===== src/design/assert_macros.svh =====
// ----------------------------------------------------------------------------
// Assertion macros
// Shared concurrent assertion forms for the serial programming master.
// ----------------------------------------------------------------------------
`ifndef ASSERT_MACROS_SVH
`define ASSERT_MACROS_SVH

`ifndef NO_ASSERTIONS
// Antecedent implies consequent in the same cycle.
`define HVSP_ASSERT_IMP(label, clk, rst_n, ante, cons, msg) \
    label: assert property (@(posedge clk) disable iff (!rst_n) (ante) |-> (cons)) \
        else $error(msg);
// Antecedent implies consequent in the following cycle.
`define HVSP_ASSERT_NEXT(label, clk, rst_n, ante, cons, msg) \
    label: assert property (@(posedge clk) disable iff (!rst_n) (ante) |=> (cons)) \
        else $error(msg);
`else
`define HVSP_ASSERT_IMP(label, clk, rst_n, ante, cons, msg)
`define HVSP_ASSERT_NEXT(label, clk, rst_n, ante, cons, msg)
`endif

`endif


===== src/design/hvsp_pkg.sv =====
// ----------------------------------------------------------------------------
// hvsp_pkg
// Types, codes and frame tables shared by the serial programming master.
// ----------------------------------------------------------------------------
`default_nettype none

package hvsp_pkg;

    localparam int TIMER_BITS_DEFAULT = 16;
    localparam logic [15:0] CFG_TIMEOUT_RESET = 16'd300;

    // Command codes.
    localparam logic [1:0] CMD_READ_SIG   = 2'd0;
    localparam logic [1:0] CMD_READ_FUSE  = 2'd1;
    localparam logic [1:0] CMD_WRITE_FUSE = 2'd2;
    localparam logic [1:0] CMD_RESERVED   = 2'd3;

    // Fuse select codes.
    localparam logic [1:0] FUSE_LOW      = 2'd0;
    localparam logic [1:0] FUSE_HIGH     = 2'd1;
    localparam logic [1:0] FUSE_EXT      = 2'd2;
    localparam logic [1:0] FUSE_RESERVED = 2'd3;

    // Input transaction after classification by the front end.
    typedef struct packed {
        logic       start_ok;
        logic [1:0] command;
        logic [1:0] fuse;
        logic [7:0] arg;
        logic       sdo;
    } item_t;

    // Status of the queue between front and back.
    typedef struct packed {
        logic full;
        logic empty;
    } queue_stat_t;

    // Returns {data byte, instruction byte} of one frame.
    function automatic logic [15:0] frame_words(
        input logic [1:0] command,
        input logic [1:0] fuse,
        input logic [7:0] arg,
        input logic [1:0] idx
    );
        logic [1:0] f;
        logic [7:0] d;
        logic [7:0] ins;
        f   = (fuse == FUSE_RESERVED) ? FUSE_EXT : fuse;
        d   = 8'h00;
        ins = 8'h00;
        if (command == CMD_READ_SIG)
        begin
            case (idx)
                2'd0:    begin d = 8'h08; ins = 8'h4C; end
                2'd1:    begin d = arg;   ins = 8'h0C; end
                2'd2:    ins = 8'h68;
                default: ins = 8'h6C;
            endcase
        end
        else if (command == CMD_READ_FUSE)
        begin
            case (idx)
                2'd0:    begin d = 8'h04; ins = 8'h4C; end
                2'd1:    ins = (f == FUSE_LOW) ? 8'h68 : ((f == FUSE_HIGH) ? 8'h7A : 8'h6A);
                default: ins = (f == FUSE_LOW) ? 8'h6C : ((f == FUSE_HIGH) ? 8'h7E : 8'h6E);
            endcase
        end
        else
        begin
            case (idx)
                2'd0:    begin d = 8'h40; ins = 8'h4C; end
                2'd1:    begin d = arg;   ins = 8'h2C; end
                2'd2:    ins = (f == FUSE_LOW) ? 8'h64 : ((f == FUSE_HIGH) ? 8'h74 : 8'h66);
                default: ins = (f == FUSE_LOW) ? 8'h6C : ((f == FUSE_HIGH) ? 8'h7C : 8'h6E);
            endcase
        end
        return {d, ins};
    endfunction

endpackage

`default_nettype wire


===== src/design/hvsp_front.sv =====
// ----------------------------------------------------------------------------
// hvsp_front
// Accepts input transactions, unpacks them and marks legal start requests.
// ----------------------------------------------------------------------------
`default_nettype none

module hvsp_front
    import hvsp_pkg::*;
(
    input  wire logic        s_axis_tvalid,
    output logic             s_axis_tready,
    input  wire logic [15:0] s_axis_tdata,
    input  wire logic        s_axis_tuser,
    input  wire queue_stat_t q_stat,
    output logic             push,
    output item_t            push_item
);

    logic [1:0] command;
    logic [1:0] fuse;

    assign command = s_axis_tdata[1:0];
    assign fuse    = s_axis_tdata[3:2];

    // A start is legal for a known command, and for fuse commands only with
    // a known fuse. Whether the engine is busy is decided in the back end.
    always_comb
    begin
        push_item.start_ok = s_axis_tuser && (command != CMD_RESERVED)
                             && !((command != CMD_READ_SIG) && (fuse == FUSE_RESERVED));
        push_item.command  = command;
        push_item.fuse     = fuse;
        push_item.arg      = s_axis_tdata[11:4];
        push_item.sdo      = s_axis_tdata[12] | (|s_axis_tdata[15:13] & 1'b0);
    end

    assign s_axis_tready = !q_stat.full;
    assign push          = s_axis_tvalid && !q_stat.full;

endmodule

`default_nettype wire


===== src/design/hvsp_queue.sv =====
// ----------------------------------------------------------------------------
// hvsp_queue
// Two-entry queue that decouples the front end from the engine.
// ----------------------------------------------------------------------------
`default_nettype none

module hvsp_queue
    import hvsp_pkg::*;
(
    input  wire logic  clk,
    input  wire logic  rst_n,
    input  wire logic  push,
    input  wire item_t push_item,
    input  wire logic  pop,
    output item_t      head_item,
    output queue_stat_t q_stat
);

    localparam int DEPTH = 2;
    localparam int PTR_W = $clog2(DEPTH);

    item_t            mem [DEPTH];
    logic [PTR_W-1:0] wr_ptr_reg;
    logic [PTR_W-1:0] wr_ptr_next;
    logic [PTR_W-1:0] rd_ptr_reg;
    logic [PTR_W-1:0] rd_ptr_next;
    logic [PTR_W:0]   count_reg;
    logic [PTR_W:0]   count_next;

    always_ff @(posedge clk)
    begin
        if (push)
        begin
            mem[wr_ptr_reg] <= push_item;
        end
    end

    always_comb
    begin
        wr_ptr_next = push ? wr_ptr_reg + 1'b1 : wr_ptr_reg;
        rd_ptr_next = pop ? rd_ptr_reg + 1'b1 : rd_ptr_reg;
        count_next  = count_reg + (PTR_W+1)'(push) - (PTR_W+1)'(pop);
    end

    always_ff @(posedge clk or negedge rst_n)
    begin
        if (!rst_n)
        begin
            wr_ptr_reg <= '0;
            rd_ptr_reg <= '0;
            count_reg  <= '0;
        end
        else
        begin
            wr_ptr_reg <= wr_ptr_next;
            rd_ptr_reg <= rd_ptr_next;
            count_reg  <= count_next;
        end
    end

    assign head_item    = mem[rd_ptr_reg];
    assign q_stat.full  = (count_reg == (PTR_W+1)'(DEPTH));
    assign q_stat.empty = (count_reg == '0);

endmodule

`default_nettype wire


===== src/design/hvsp_engine.sv =====
// ----------------------------------------------------------------------------
// hvsp_engine
// Frame sequencer: ready waits, bit timing, capture and the result register.
// ----------------------------------------------------------------------------
`default_nettype none

module hvsp_engine
    import hvsp_pkg::*;
#(
    parameter int TIMER_BITS = TIMER_BITS_DEFAULT
)
(
    input  wire logic        clk,
    input  wire logic        rst_n,
    input  wire logic [15:0] timeout_ticks,
    input  wire item_t       head_item,
    input  wire queue_stat_t q_stat,
    output logic             pop,
    output logic             m_axis_tvalid,
    input  wire logic        m_axis_tready,
    output logic [15:0]      m_axis_tdata,
    output logic             m_axis_tlast
);

    localparam logic [1:0] PH_IDLE = 2'd0;
    localparam logic [1:0] PH_WAIT = 2'd1;
    localparam logic [1:0] PH_LOW  = 2'd2;
    localparam logic [1:0] PH_HIGH = 2'd3;

    localparam int CMP_W = (TIMER_BITS > 16) ? TIMER_BITS : 16;
    localparam logic [TIMER_BITS-1:0] CNT_MAX = {TIMER_BITS{1'b1}};

    logic [1:0]            phase_reg,   phase_next;
    logic [1:0]            cmd_reg,     cmd_next;
    logic [1:0]            fuse_reg,    fuse_next;
    logic [7:0]            arg_reg,     arg_next;
    logic [1:0]            frame_reg,   frame_next;
    logic [3:0]            bit_reg,     bit_next;
    logic [10:0]           dshift_reg,  dshift_next;
    logic [10:0]           ishift_reg,  ishift_next;
    logic [10:0]           capture_reg, capture_next;
    logic [TIMER_BITS-1:0] wait_reg,    wait_next;
    logic                  tout_reg,    tout_next;

    logic                  out_valid_reg;
    logic [15:0]           out_data_reg, out_data_next;
    logic                  out_last_reg, out_last_next;

    logic [15:0]           words;
    logic [TIMER_BITS-1:0] wait_inc;
    logic [CMP_W-1:0]      lim_raw;
    logic [CMP_W-1:0]      lim;
    logic [CMP_W-1:0]      cnt_ext;
    logic [1:0]            frame_inc;
    logic                  sdi, sii, sci, done;
    logic [7:0]            rdata;

    assign pop = !q_stat.empty && (!out_valid_reg || m_axis_tready);

    assign words     = frame_words(cmd_reg, fuse_reg, arg_reg, frame_reg);
    assign wait_inc  = (wait_reg == CNT_MAX) ? CNT_MAX : wait_reg + 1'b1;
    assign lim_raw   = (timeout_ticks == '0) ? CMP_W'(1) : CMP_W'(timeout_ticks);
    assign lim       = (lim_raw > CMP_W'(CNT_MAX)) ? CMP_W'(CNT_MAX) : lim_raw;
    assign cnt_ext   = CMP_W'(wait_inc);
    assign frame_inc = frame_reg + 1'b1;

    always_comb
    begin
        phase_next   = phase_reg;
        cmd_next     = cmd_reg;
        fuse_next    = fuse_reg;
        arg_next     = arg_reg;
        frame_next   = frame_reg;
        bit_next     = bit_reg;
        dshift_next  = dshift_reg;
        ishift_next  = ishift_reg;
        capture_next = capture_reg;
        wait_next    = wait_reg;
        tout_next    = tout_reg;
        sdi          = 1'b0;
        sii          = 1'b0;
        sci          = 1'b0;
        done         = 1'b0;
        rdata        = 8'h00;

        unique case (phase_reg)
            PH_IDLE:
            begin
                if (head_item.start_ok)
                begin
                    cmd_next   = head_item.command;
                    fuse_next  = head_item.fuse;
                    arg_next   = head_item.arg;
                    frame_next = 2'd0;
                    wait_next  = '0;
                    tout_next  = 1'b0;
                    phase_next = PH_WAIT;
                end
            end
            PH_WAIT:
            begin
                if (head_item.sdo)
                begin
                    dshift_next  = {1'b0, words[15:8], 2'b00};
                    ishift_next  = {1'b0, words[7:0], 2'b00};
                    capture_next = '0;
                    bit_next     = 4'd10;
                    phase_next   = PH_LOW;
                end
                else
                begin
                    wait_next = wait_inc;
                    if (cnt_ext >= lim)
                    begin
                        tout_next    = 1'b1;
                        capture_next = '0;
                        done         = 1'b1;
                        phase_next   = PH_IDLE;
                    end
                end
            end
            PH_LOW:
            begin
                sdi          = dshift_reg[bit_reg];
                sii          = ishift_reg[bit_reg];
                capture_next = {capture_reg[9:0], head_item.sdo};
                phase_next   = PH_HIGH;
            end
            PH_HIGH:
            begin
                sdi = dshift_reg[bit_reg];
                sii = ishift_reg[bit_reg];
                sci = 1'b1;
                if (bit_reg == 4'd0)
                begin
                    frame_next = frame_inc;
                    bit_next   = 4'd10;
                    // Read fuse uses three frames, the other commands four.
                    if ((frame_inc == 2'd0)
                        || ((cmd_reg == CMD_READ_FUSE) && (frame_inc == 2'd3)))
                    begin
                        done       = 1'b1;
                        rdata      = capture_reg[9:2];
                        phase_next = PH_IDLE;
                    end
                    else
                    begin
                        wait_next  = '0;
                        phase_next = PH_WAIT;
                    end
                end
                else
                begin
                    bit_next   = bit_reg - 1'b1;
                    phase_next = PH_LOW;
                end
            end
            default:
            begin
                phase_next = PH_IDLE;
            end
        endcase

        out_data_next = {3'b000, tout_next, rdata, (phase_next != PH_IDLE), sci, sii, sdi};
        out_last_next = done;
    end

    always_ff @(posedge clk or negedge rst_n)
    begin
        if (!rst_n)
        begin
            phase_reg     <= PH_IDLE;
            cmd_reg       <= '0;
            fuse_reg      <= '0;
            arg_reg       <= '0;
            frame_reg     <= '0;
            bit_reg       <= 4'd10;
            dshift_reg    <= '0;
            ishift_reg    <= '0;
            capture_reg   <= '0;
            wait_reg      <= '0;
            tout_reg      <= 1'b0;
            out_valid_reg <= 1'b0;
        end
        else
        begin
            if (pop)
            begin
                phase_reg   <= phase_next;
                cmd_reg     <= cmd_next;
                fuse_reg    <= fuse_next;
                arg_reg     <= arg_next;
                frame_reg   <= frame_next;
                bit_reg     <= bit_next;
                dshift_reg  <= dshift_next;
                ishift_reg  <= ishift_next;
                capture_reg <= capture_next;
                wait_reg    <= wait_next;
                tout_reg    <= tout_next;
            end
            if (pop)
            begin
                out_valid_reg <= 1'b1;
            end
            else if (m_axis_tready)
            begin
                out_valid_reg <= 1'b0;
            end
        end
    end

    always_ff @(posedge clk)
    begin
        if (pop)
        begin
            out_data_reg <= out_data_next;
            out_last_reg <= out_last_next;
        end
    end

    assign m_axis_tvalid = out_valid_reg;
    assign m_axis_tdata  = out_data_reg;
    assign m_axis_tlast  = out_last_reg;

endmodule

`default_nettype wire


===== src/design/hv_serial_programming_master_unit.sv =====
// A transaction accepted at the input is first written into the queue and then, when the
// engine pops it, into the result register, where its result can be taken.
// Throughput: one transaction per cycle while the queue is not full; the engine takes
// one queued tick per cycle whenever its output register is empty or being drained.
// Reset (rst_n, asynchronous, active low) empties the queue, puts the engine idle
// and loads the ready timeout register with 300 ticks.
// ----------------------------------------------------------------------------
// hv_serial_programming_master_unit
// High-voltage serial programming master: expands commands into target frames.
// ----------------------------------------------------------------------------
`default_nettype none

`include "assert_macros.svh"

module hv_serial_programming_master_unit
    import hvsp_pkg::*;
#(
    parameter int TIMER_BITS = TIMER_BITS_DEFAULT
)
(
    input  wire logic        clk,
    input  wire logic        rst_n,

    // Ready timeout register write port.
    input  wire logic        cfg_wr_en,
    input  wire logic [15:0] cfg_wr_data,

    // Tick transactions in.
    input  wire logic        s_axis_tvalid,
    output logic             s_axis_tready,
    // [1:0] command, [3:2] fuse_select, [11:4] arg_value, [12] sdo_level
    input  wire logic [15:0] s_axis_tdata,
    // [0] op
    input  wire logic        s_axis_tuser,

    // Result transactions out, one per tick.
    output logic             m_axis_tvalid,
    input  wire logic        m_axis_tready,
    // [0] sdi_level, [1] sii_level, [2] sci_level, [3] busy_res,
    // [11:4] read_data, [12] timed_out
    output logic [15:0]      m_axis_tdata,
    // done_res: high on the transaction that completes a command.
    output logic             m_axis_tlast
);

    logic [15:0] timeout_reg;
    logic        push;
    item_t       push_item;
    item_t       head_item;
    queue_stat_t q_stat;
    logic        pop;

    // The timeout register must be written only while no transaction is in flight; the
    // block itself does not enforce this. The new value applies from the next queued tick on.
    always_ff @(posedge clk or negedge rst_n)
    begin
        if (!rst_n)
        begin
            timeout_reg <= CFG_TIMEOUT_RESET;
        end
        else if (cfg_wr_en)
        begin
            timeout_reg <= cfg_wr_data;
        end
    end

    // The front end splits the transaction into fields and decides whether a
    // start request names a legal command; busy starts are dropped later.
    hvsp_front u_front
    (
        .s_axis_tvalid (s_axis_tvalid),
        .s_axis_tready (s_axis_tready),
        .s_axis_tdata  (s_axis_tdata),
        .s_axis_tuser  (s_axis_tuser),
        .q_stat        (q_stat),
        .push          (push),
        .push_item     (push_item)
    );

    // A short queue lets the input side keep flowing while the result
    // register waits on the consumer.
    hvsp_queue u_queue
    (
        .clk       (clk),
        .rst_n     (rst_n),
        .push      (push),
        .push_item (push_item),
        .pop       (pop),
        .head_item (head_item),
        .q_stat    (q_stat)
    );

    // The engine steps the frame sequencer once per queued tick: ready wait
    // with timeout, then a low and a high clock phase for each of 11 bits.
    hvsp_engine #(
        .TIMER_BITS (TIMER_BITS)
    ) u_engine
    (
        .clk           (clk),
        .rst_n         (rst_n),
        .timeout_ticks (timeout_reg),
        .head_item     (head_item),
        .q_stat        (q_stat),
        .pop           (pop),
        .m_axis_tvalid (m_axis_tvalid),
        .m_axis_tready (m_axis_tready),
        .m_axis_tdata  (m_axis_tdata),
        .m_axis_tlast  (m_axis_tlast)
    );

    // A completed command always leaves the engine idle.
    `HVSP_ASSERT_IMP(a_done_not_busy, clk, rst_n, m_axis_tvalid && m_axis_tlast, !m_axis_tdata[3], "done with busy set")
    // Read data is only shown on the completing transaction.
    `HVSP_ASSERT_IMP(a_rdata_with_done, clk, rst_n, m_axis_tvalid && (m_axis_tdata[11:4] != 8'h00), m_axis_tlast, "read data without done")
    // The queue cannot be full and empty at once.
    `HVSP_ASSERT_IMP(a_queue_stat, clk, rst_n, q_stat.full, !q_stat.empty, "queue full and empty")
    // A popped tick always lands in the result register.
    `HVSP_ASSERT_NEXT(a_pop_result, clk, rst_n, pop, m_axis_tvalid, "popped tick without result")

endmodule

`default_nettype wire

===== config.mk =====
export PLATFORM = sky130hd
export DESIGN_NAME = hv_serial_programming_master_unit
export DESIGN_NICKNAME = d
export VERILOG_FILES = /design/src/design/hvsp_pkg.sv /design/src/design/hvsp_front.sv /design/src/design/hvsp_queue.sv /design/src/design/hvsp_engine.sv /design/src/design/hv_serial_programming_master_unit.sv
export VERILOG_INCLUDE_DIRS = /design/src /design/src/design
export SDC_FILE = /design/constraint.sdc
export NUM_CORES = 1
export LEC_CHECK = 0
export BUFFER_PORTS_ARGS = -buffer_cell sky130_fd_sc_hd__buf_2
export CAP_MARGIN = 15
export CORE_MARGIN = 2
export CORE_UTILIZATION = 56
export CTS_CLUSTER_DIAMETER = 30
export DETAILED_ROUTE_END_ITERATION = 16
export PLACE_DENSITY = 0.76
export RECOVER_POWER = 25
export SLEW_MARGIN = 0
export SYNTH_ARGS = -nofsm -noshare
export SYNTH_HDL_FRONTEND = slang
export SYNTH_SLANG_ARGS = --single-unit

===== constraint.sdc =====
create_clock -name clk -period 3.78 [get_ports clk]
set_input_delay 0.567 -clock clk [delete_from_list [all_inputs] [get_ports clk]]
set_output_delay 0.567 -clock clk [all_outputs]
set_load 0.005 [all_outputs]

Yosys cells after proc, flatten, opt, wreduce, memory -nomap -nowiden --
Memories as Yosys holds them, arrays and structs flattened. Cells that the tools add are included.
Storage, ports and cells: memories kept 1, output and inout bits 19, flip-flop bits (word level) 98, memory bits (writable) 28
Operators by class: multiplexer cells 60, order comparisons 3, reduce and logical (&&, ||, !) cells 35, eq/ne operators 19, add/subtract/negate cells 7
Memories:
- u_queue.mem | depth 2, bits a word 14, read ports 1, clocked after Yosys merged registers in 0, write ports 1, RTL line hvsp_queue.sv:22 | item_t mem [DEPTH];
Operators with widths (number):
- 16-bit 2-to-1 mux | 7
- 8-bit 2-to-1 mux | 8
- 16-bit case mux with 3 select lines | 1
- 8-bit case mux with 2 select lines | 3
- 8-bit case mux with 3 select lines | 1
- 7-bit case mux with 3 select lines | 1
- 10-bit 2-to-1 mux | 2
- 5-bit 2-to-1 mux | 4
- 10-bit case mux with 2 select lines | 1
- 16-bit by 1-bit adder with 16-bit output, second input constant | 1
- 16-bit equality test, second input constant | 1
- 16-bit greater-or-equal comparator | 1
- 16-bit greater-than comparator, second input constant | 1
- 16-bit zero test | 1
- 1-bit 2-to-1 mux | 15
- 3-bit AND reduction | 5
- 2-bit equality test, second input constant | 7
- 2-bit 2-to-1 mux | 7
- 2-bit zero test | 6
- 2-bit nonzero test | 6
- 1-bit binary-select mux with 4-bit select | 2
- 2-bit by 1-bit equality test with 1-bit output, second input constant | 4
- 4-bit 2-to-1 mux | 2
- 2-bit inequality test, second input constant | 4
- 21 further kinds | 33

Depth between registers and ports, before layout --
word-level depth 9, gate-level depth with buffers 15, depth with buffers taken out 13

Hierarchy --
A second synthesis with hierarchy kept.
Unflattened totals: cells, all modules 588, area, all modules 6640.1 µm²
Modules (own cells, without submodules):
- hvsp_engine | cells each 477, instances 1, sequential area each 1974.4 µm², area each 4599.4 µm²
- hvsp_queue | cells each 59, instances 1, sequential area each 940.9 µm², area each 1260.0 µm²
- hv_serial_programming_master_unit | cells each 34, instances 1, sequential area each 405.4 µm², area each 654.4 µm²
- hvsp_front | cells each 18, instances 1, sequential area each 0.0 µm², area each 126.4 µm²

Worst setup path after synthesis --
Ideal clock, no wire load.
path type register to register, start reg u_engine.wait_reg[0], end reg u_engine.out_data_reg[12] (netlist: u_engine.m_axis_tdata[12]), data pin, clock period less this slack 3.381 ns, path buffers 2, arrival 3.124 ns, path slack 0.399 ns, data required time 3.524 ns, stages on the path, launching flop included 15, cells stage by stage dfrtp_1 ha_1 nand3_1 nor4_4 nand4_4 buf_6 buf_2 nand2_1 ha_1 a21oi_1 nor3_1 or3_1 nor3_2 nor2_1 o22a_1
On the way: longest elaborated chain between the ends 6, elaborated cells on any way between the ends 7
RTL lines:
- start, declared | RTL line hvsp_engine.sv:42 | logic [TIMER_BITS-1:0] wait_reg, wait_next;
- start signal, assigned | RTL line hvsp_engine.sv:198 | wait_reg <= wait_next;
- 16-bit by 1-bit adder with 16-bit output or 16-bit equality test (tied branches) | RTL line hvsp_engine.sv:61 | assign wait_inc = (wait_reg == CNT_MAX) ? CNT_MAX : wait_reg + 1'b1;
- 16-bit 2-to-1 mux * | RTL line hvsp_engine.sv:61
- 16-bit greater-or-equal comparator * | RTL line hvsp_engine.sv:113 | if (cnt_ext >= lim)
- 1-bit 2-to-1 mux * | RTL line hvsp_engine.sv:113
- 1-bit 2-to-1 mux * | RTL line hvsp_engine.sv:102 | if (head_item.sdo)
- 1-bit case mux with 2 select lines * | RTL line hvsp_engine.sv:86 | unique case (phase_reg)
- via u_engine.out_data_next[12] | RTL line hvsp_engine.sv:46 | logic [15:0] out_data_reg, out_data_next;
- end signal, assigned | RTL line hvsp_engine.sv:216 | out_data_reg <= out_data_next;
- end, declared | RTL line hvsp_engine.sv:46
The timed path passes the listed nets; every way through them passes the cells marked *. A chain may end at the register's enable or synchronous reset.

Final worst setup path --
start reg u_engine.wait_reg[6], end reg u_engine.out_data_reg[3] (netlist: u_engine.m_axis_tdata[3]), data pin
On the way: longest elaborated chain between the ends 7, elaborated cells on any way between the ends 8
RTL lines:
- 16-bit by 1-bit adder with 16-bit output or 16-bit equality test (tied branches) | RTL line hvsp_engine.sv:61
- 16-bit 2-to-1 mux * | RTL line hvsp_engine.sv:61
- 16-bit greater-or-equal comparator * | RTL line hvsp_engine.sv:113
- 2-bit 2-to-1 mux * | RTL line hvsp_engine.sv:113
- 2-bit 2-to-1 mux * | RTL line hvsp_engine.sv:102
- 2-bit case mux with 4 select lines * | RTL line hvsp_engine.sv:86
- 2-bit nonzero test * | RTL line hvsp_engine.sv:164 | out_data_next = {3'b000, tout_next, rdata, (phase_next != PH_IDLE), sci, sii, sdi};
- via u_engine.out_data_next[3] | RTL line hvsp_engine.sv:46
Marks and branches as above.

==> run metrics <==
Critical Path Source Type=flip-flop; WP data arrival=3.85 ns; Top delay family on crit path=simple AND/OR/NAND/NOR gates; initial antenna violation count=0; clk_skew=0.01200 ns; Crit Path Class=reg -> reg; largest cells by area after synthesis=dfrtp_1 (30%), edfxtp_1 (20%), ha_1 (6.6%), nand2_1 (4.6%), mux2i_1 (4.0%); Initial Utilization=57.52%; grt met1 use=30.21%; Root Buffer Master=clkbuf_8; Post-synth ARST share=66.13%; busiest grt layer=met2; DR pass1 iterations=5; CTS tree=yes; power per cell area=693.1 nW/um^2; Int Pwr=3.307 mW; drt total wl=12270 um; sequential power share=39.4%; Core ar.=10890 um^2; worst stage delay on the critical path=0.49 ns; Die ar.=12040 um^2; antenna diode count=0; Synth Warn #=0; fin crit share=94.18%; Die X=109.7 um; Row Count=38; crit-path max FO=9; syn avg cell area=10.56 um^2; final hold vios=0; H-tree levels=4; switching part of the total=33.95%; RSZ-0062 raised after global routing=no; vias in the first global route=4339; first-pass GRT wire length=20520 um; Die H=109.7 um; top post-synthesis cells by count=dfrtp_1 (76), nand2_1 (76), o21ai_0 (46); Main synth FF type=dfrtp_1; max reg flops=28; placed cell count=764; I/O pins=57; total CTS buffers=17; post-synthesis cell area=6262 um^2; Synth Instances=593; initial DRC count=439; max frequency=280.9 MHz; status=finished with violations; GRT overflow=0; Worst-Skew Late Latency=0.55 ns; Max Cap Viol=1; Worst Hold Slack=0.2098 ns; register area share after synthesis=53.03%; Hold Crit Class=in -> reg; # port buffers=50; Comb power frac=29.1%; post-route antenna net violation count=0; hold_buf cts=0; Yosys top cell area share=30.37%; final setup vio count=0; Unique masters post-synth=66; Switch Pwr=1.700 mW; total negative slack=0 ns; deepest clock path buffer count=2; drt via density=5.673; Post-DP HPWL=8288 um; Tot GR Track Use=22.76%; cell-by-cell trace of the critical path=and3_1, nand3_1, nor3_1, nand3b_1, o21a_1, ha_1, nand4_2, or3_4, a311oi_2, nor3_4, buf_4, a221o_2; slew margin rel.=-35.99%; leading area contributor after synthesis=dfrtp_1; crit end category=flip-flop; Avg WL per Cell=15.37 um; met3 Usage GRT=6.461%; Tmin final=3.560 ns; RePlAce Congestion=0.9055; maximum VDD drop=0.0004712 V; register bit total from synthesis=124; Worst Path Buf+Inv=1; Final #Nets=716; Clk pin slew, worst setup/hold paths=0.06 ns; Post-synth EDFFs=42; clock power share=31.5%; Lkg Pwr=3.219 nW; Final Max Slew Viols=83; share of cells above drive strength 1=16.72%; Crit path required time=4.07 ns; via count=4527; post-layout util=66.35%; Area Overhead vs Synth=15.36%; pin count of the biggest net entering global routing=83; CTS sink count=124; Remaining DRCs=0; Final Non-Filler Cells=798; CP max stage cell=dfrtp_1; failing checks=capacitance limit, slew limit; met2 Use GR=35.01%; Slew @ Worst Pin=2.040 ns
final timing paths:
kind	slack, ns	to	startpoint	cells past startpoint
worst max-delay path	0.22	u_engine.m_axis_tdata[3]	u_engine.wait_reg[6]	12
worst min-delay path	0.21	u_queue.mem[0][7]	s_axis_tdata[10]	1
worst max register to register	0.22	u_engine.m_axis_tdata[3]	u_engine.wait_reg[6]	12
worst min register to register	0.48	u_engine.arg_reg[3]	u_engine.arg_reg[3]	2
max in group asynchronous	1.98	u_engine.arg_reg[6]	rst_n	1
min in group asynchronous	0.61	u_engine.capture_reg[9]	rst_n	1
through the flow:
step	total power, mW	area [um^2]	setup WS, ns
2_1_floorplan	3.026	6270	0.3994
3_3_place_gp	3.332	6618	0.1183
3_5_place_dp	3.407	6618	0.03732
4_1_cts	5.010	7204	0.09678
5_1_grt	5.336	7224	0.008123
6_report	5.007	7224	0.2202
cells by family (layout without fill, tap and decap cells):
| group | after synthesis | count (layout) | share of synthesized area, % |
|---|---|---|---|
| compound gates | 142 | 142 | 14.43 |
| xor+xnor | 11 | 11 | 1.539 |
| fa+ha+maj | 33 | 33 | 6.593 |
| buf+inv | 74 | 137 | 5.115 |
| flops | 124 | 124 | 53.03 |
| mux | 30 | 30 | 5.315 |
| other cells | 1 | 3 | 0.05988 |
| simple gates | 178 | 178 | 13.93 |
power by group through the flow:
| stage | Sequential, mW | Combinational [mW] | Clock [mW] |
|---|---|---|---|
| floorplan | 1.92 | 1.11 | 0 |
| global placement | 1.97 | 1.36 | 0 |
| detailed placement | 1.99 | 1.41 | 0 |
| CTS | 1.97 | 1.43 | 1.61 |
| global route | 2.01 | 1.64 | 1.68 |
| finish | 1.97 | 1.46 | 1.58 |
worst register-to-register path, stage by stage (launching register included):
cell and delay (ns):
dfrtp_1 0.49, and3_1 0.26, nand3_1 0.11, nor3_1 0.35, nand3b_1 0.16, o21a_1 0.14
ha_1 0.32, nand4_2 0.13, or3_4 0.42, a311oi_2 0.30, nor3_4 0.11, buf_4 0.16
a221o_2 0.34
metal layers:
layer	wire length, um	vias up
met3	558	10
met1	5648	2179
li1	-	2223
met4	138	0
met2	5924	115
met5	0	-
repair_timing:
action                                  CTS  global route
pin swaps                                 0             2
endpoints found under the setup margin    8            15
resized for setup                         1             1
buffers inserted                          0             1
placed cells by master, fill, tap and decap left out, types with 5 or more instances in the layout:
master / instances
nand4_1: 5
buf_4: 12
inv_1: 42
clkbuf_16: 16
clkinv_4: 5
nand3_1: 16
nand2_1: 76
a22o_1: 8
nor2_1: 30
a21oi_1: 38
edfxtp_1: 42
ha_1: 33
o21ai_0: 46
dfrtp_1: 76
buf_2: 40
and3_1: 5
nor3_1: 15
xnor2_1: 8
dfstp_2: 6
mux2i_1: 25
a31oi_1: 5
clkbuf_1: 11
o21a_1: 7
area by class of cell:
class | count | area (um^2)
Fill cell | 830 | 3664
Sequential cell | 124 | 3321
Multi-Input combinational cell | 397 | 2643
Clock buffer | 19 | 421.7
Timing Repair Buffer | 63 | 349.1
Tap cell | 140 | 175.2
Clock inverter | 13 | 157.7
Inverter | 42 | 157.7
Power figures use the tool's default switching activity.
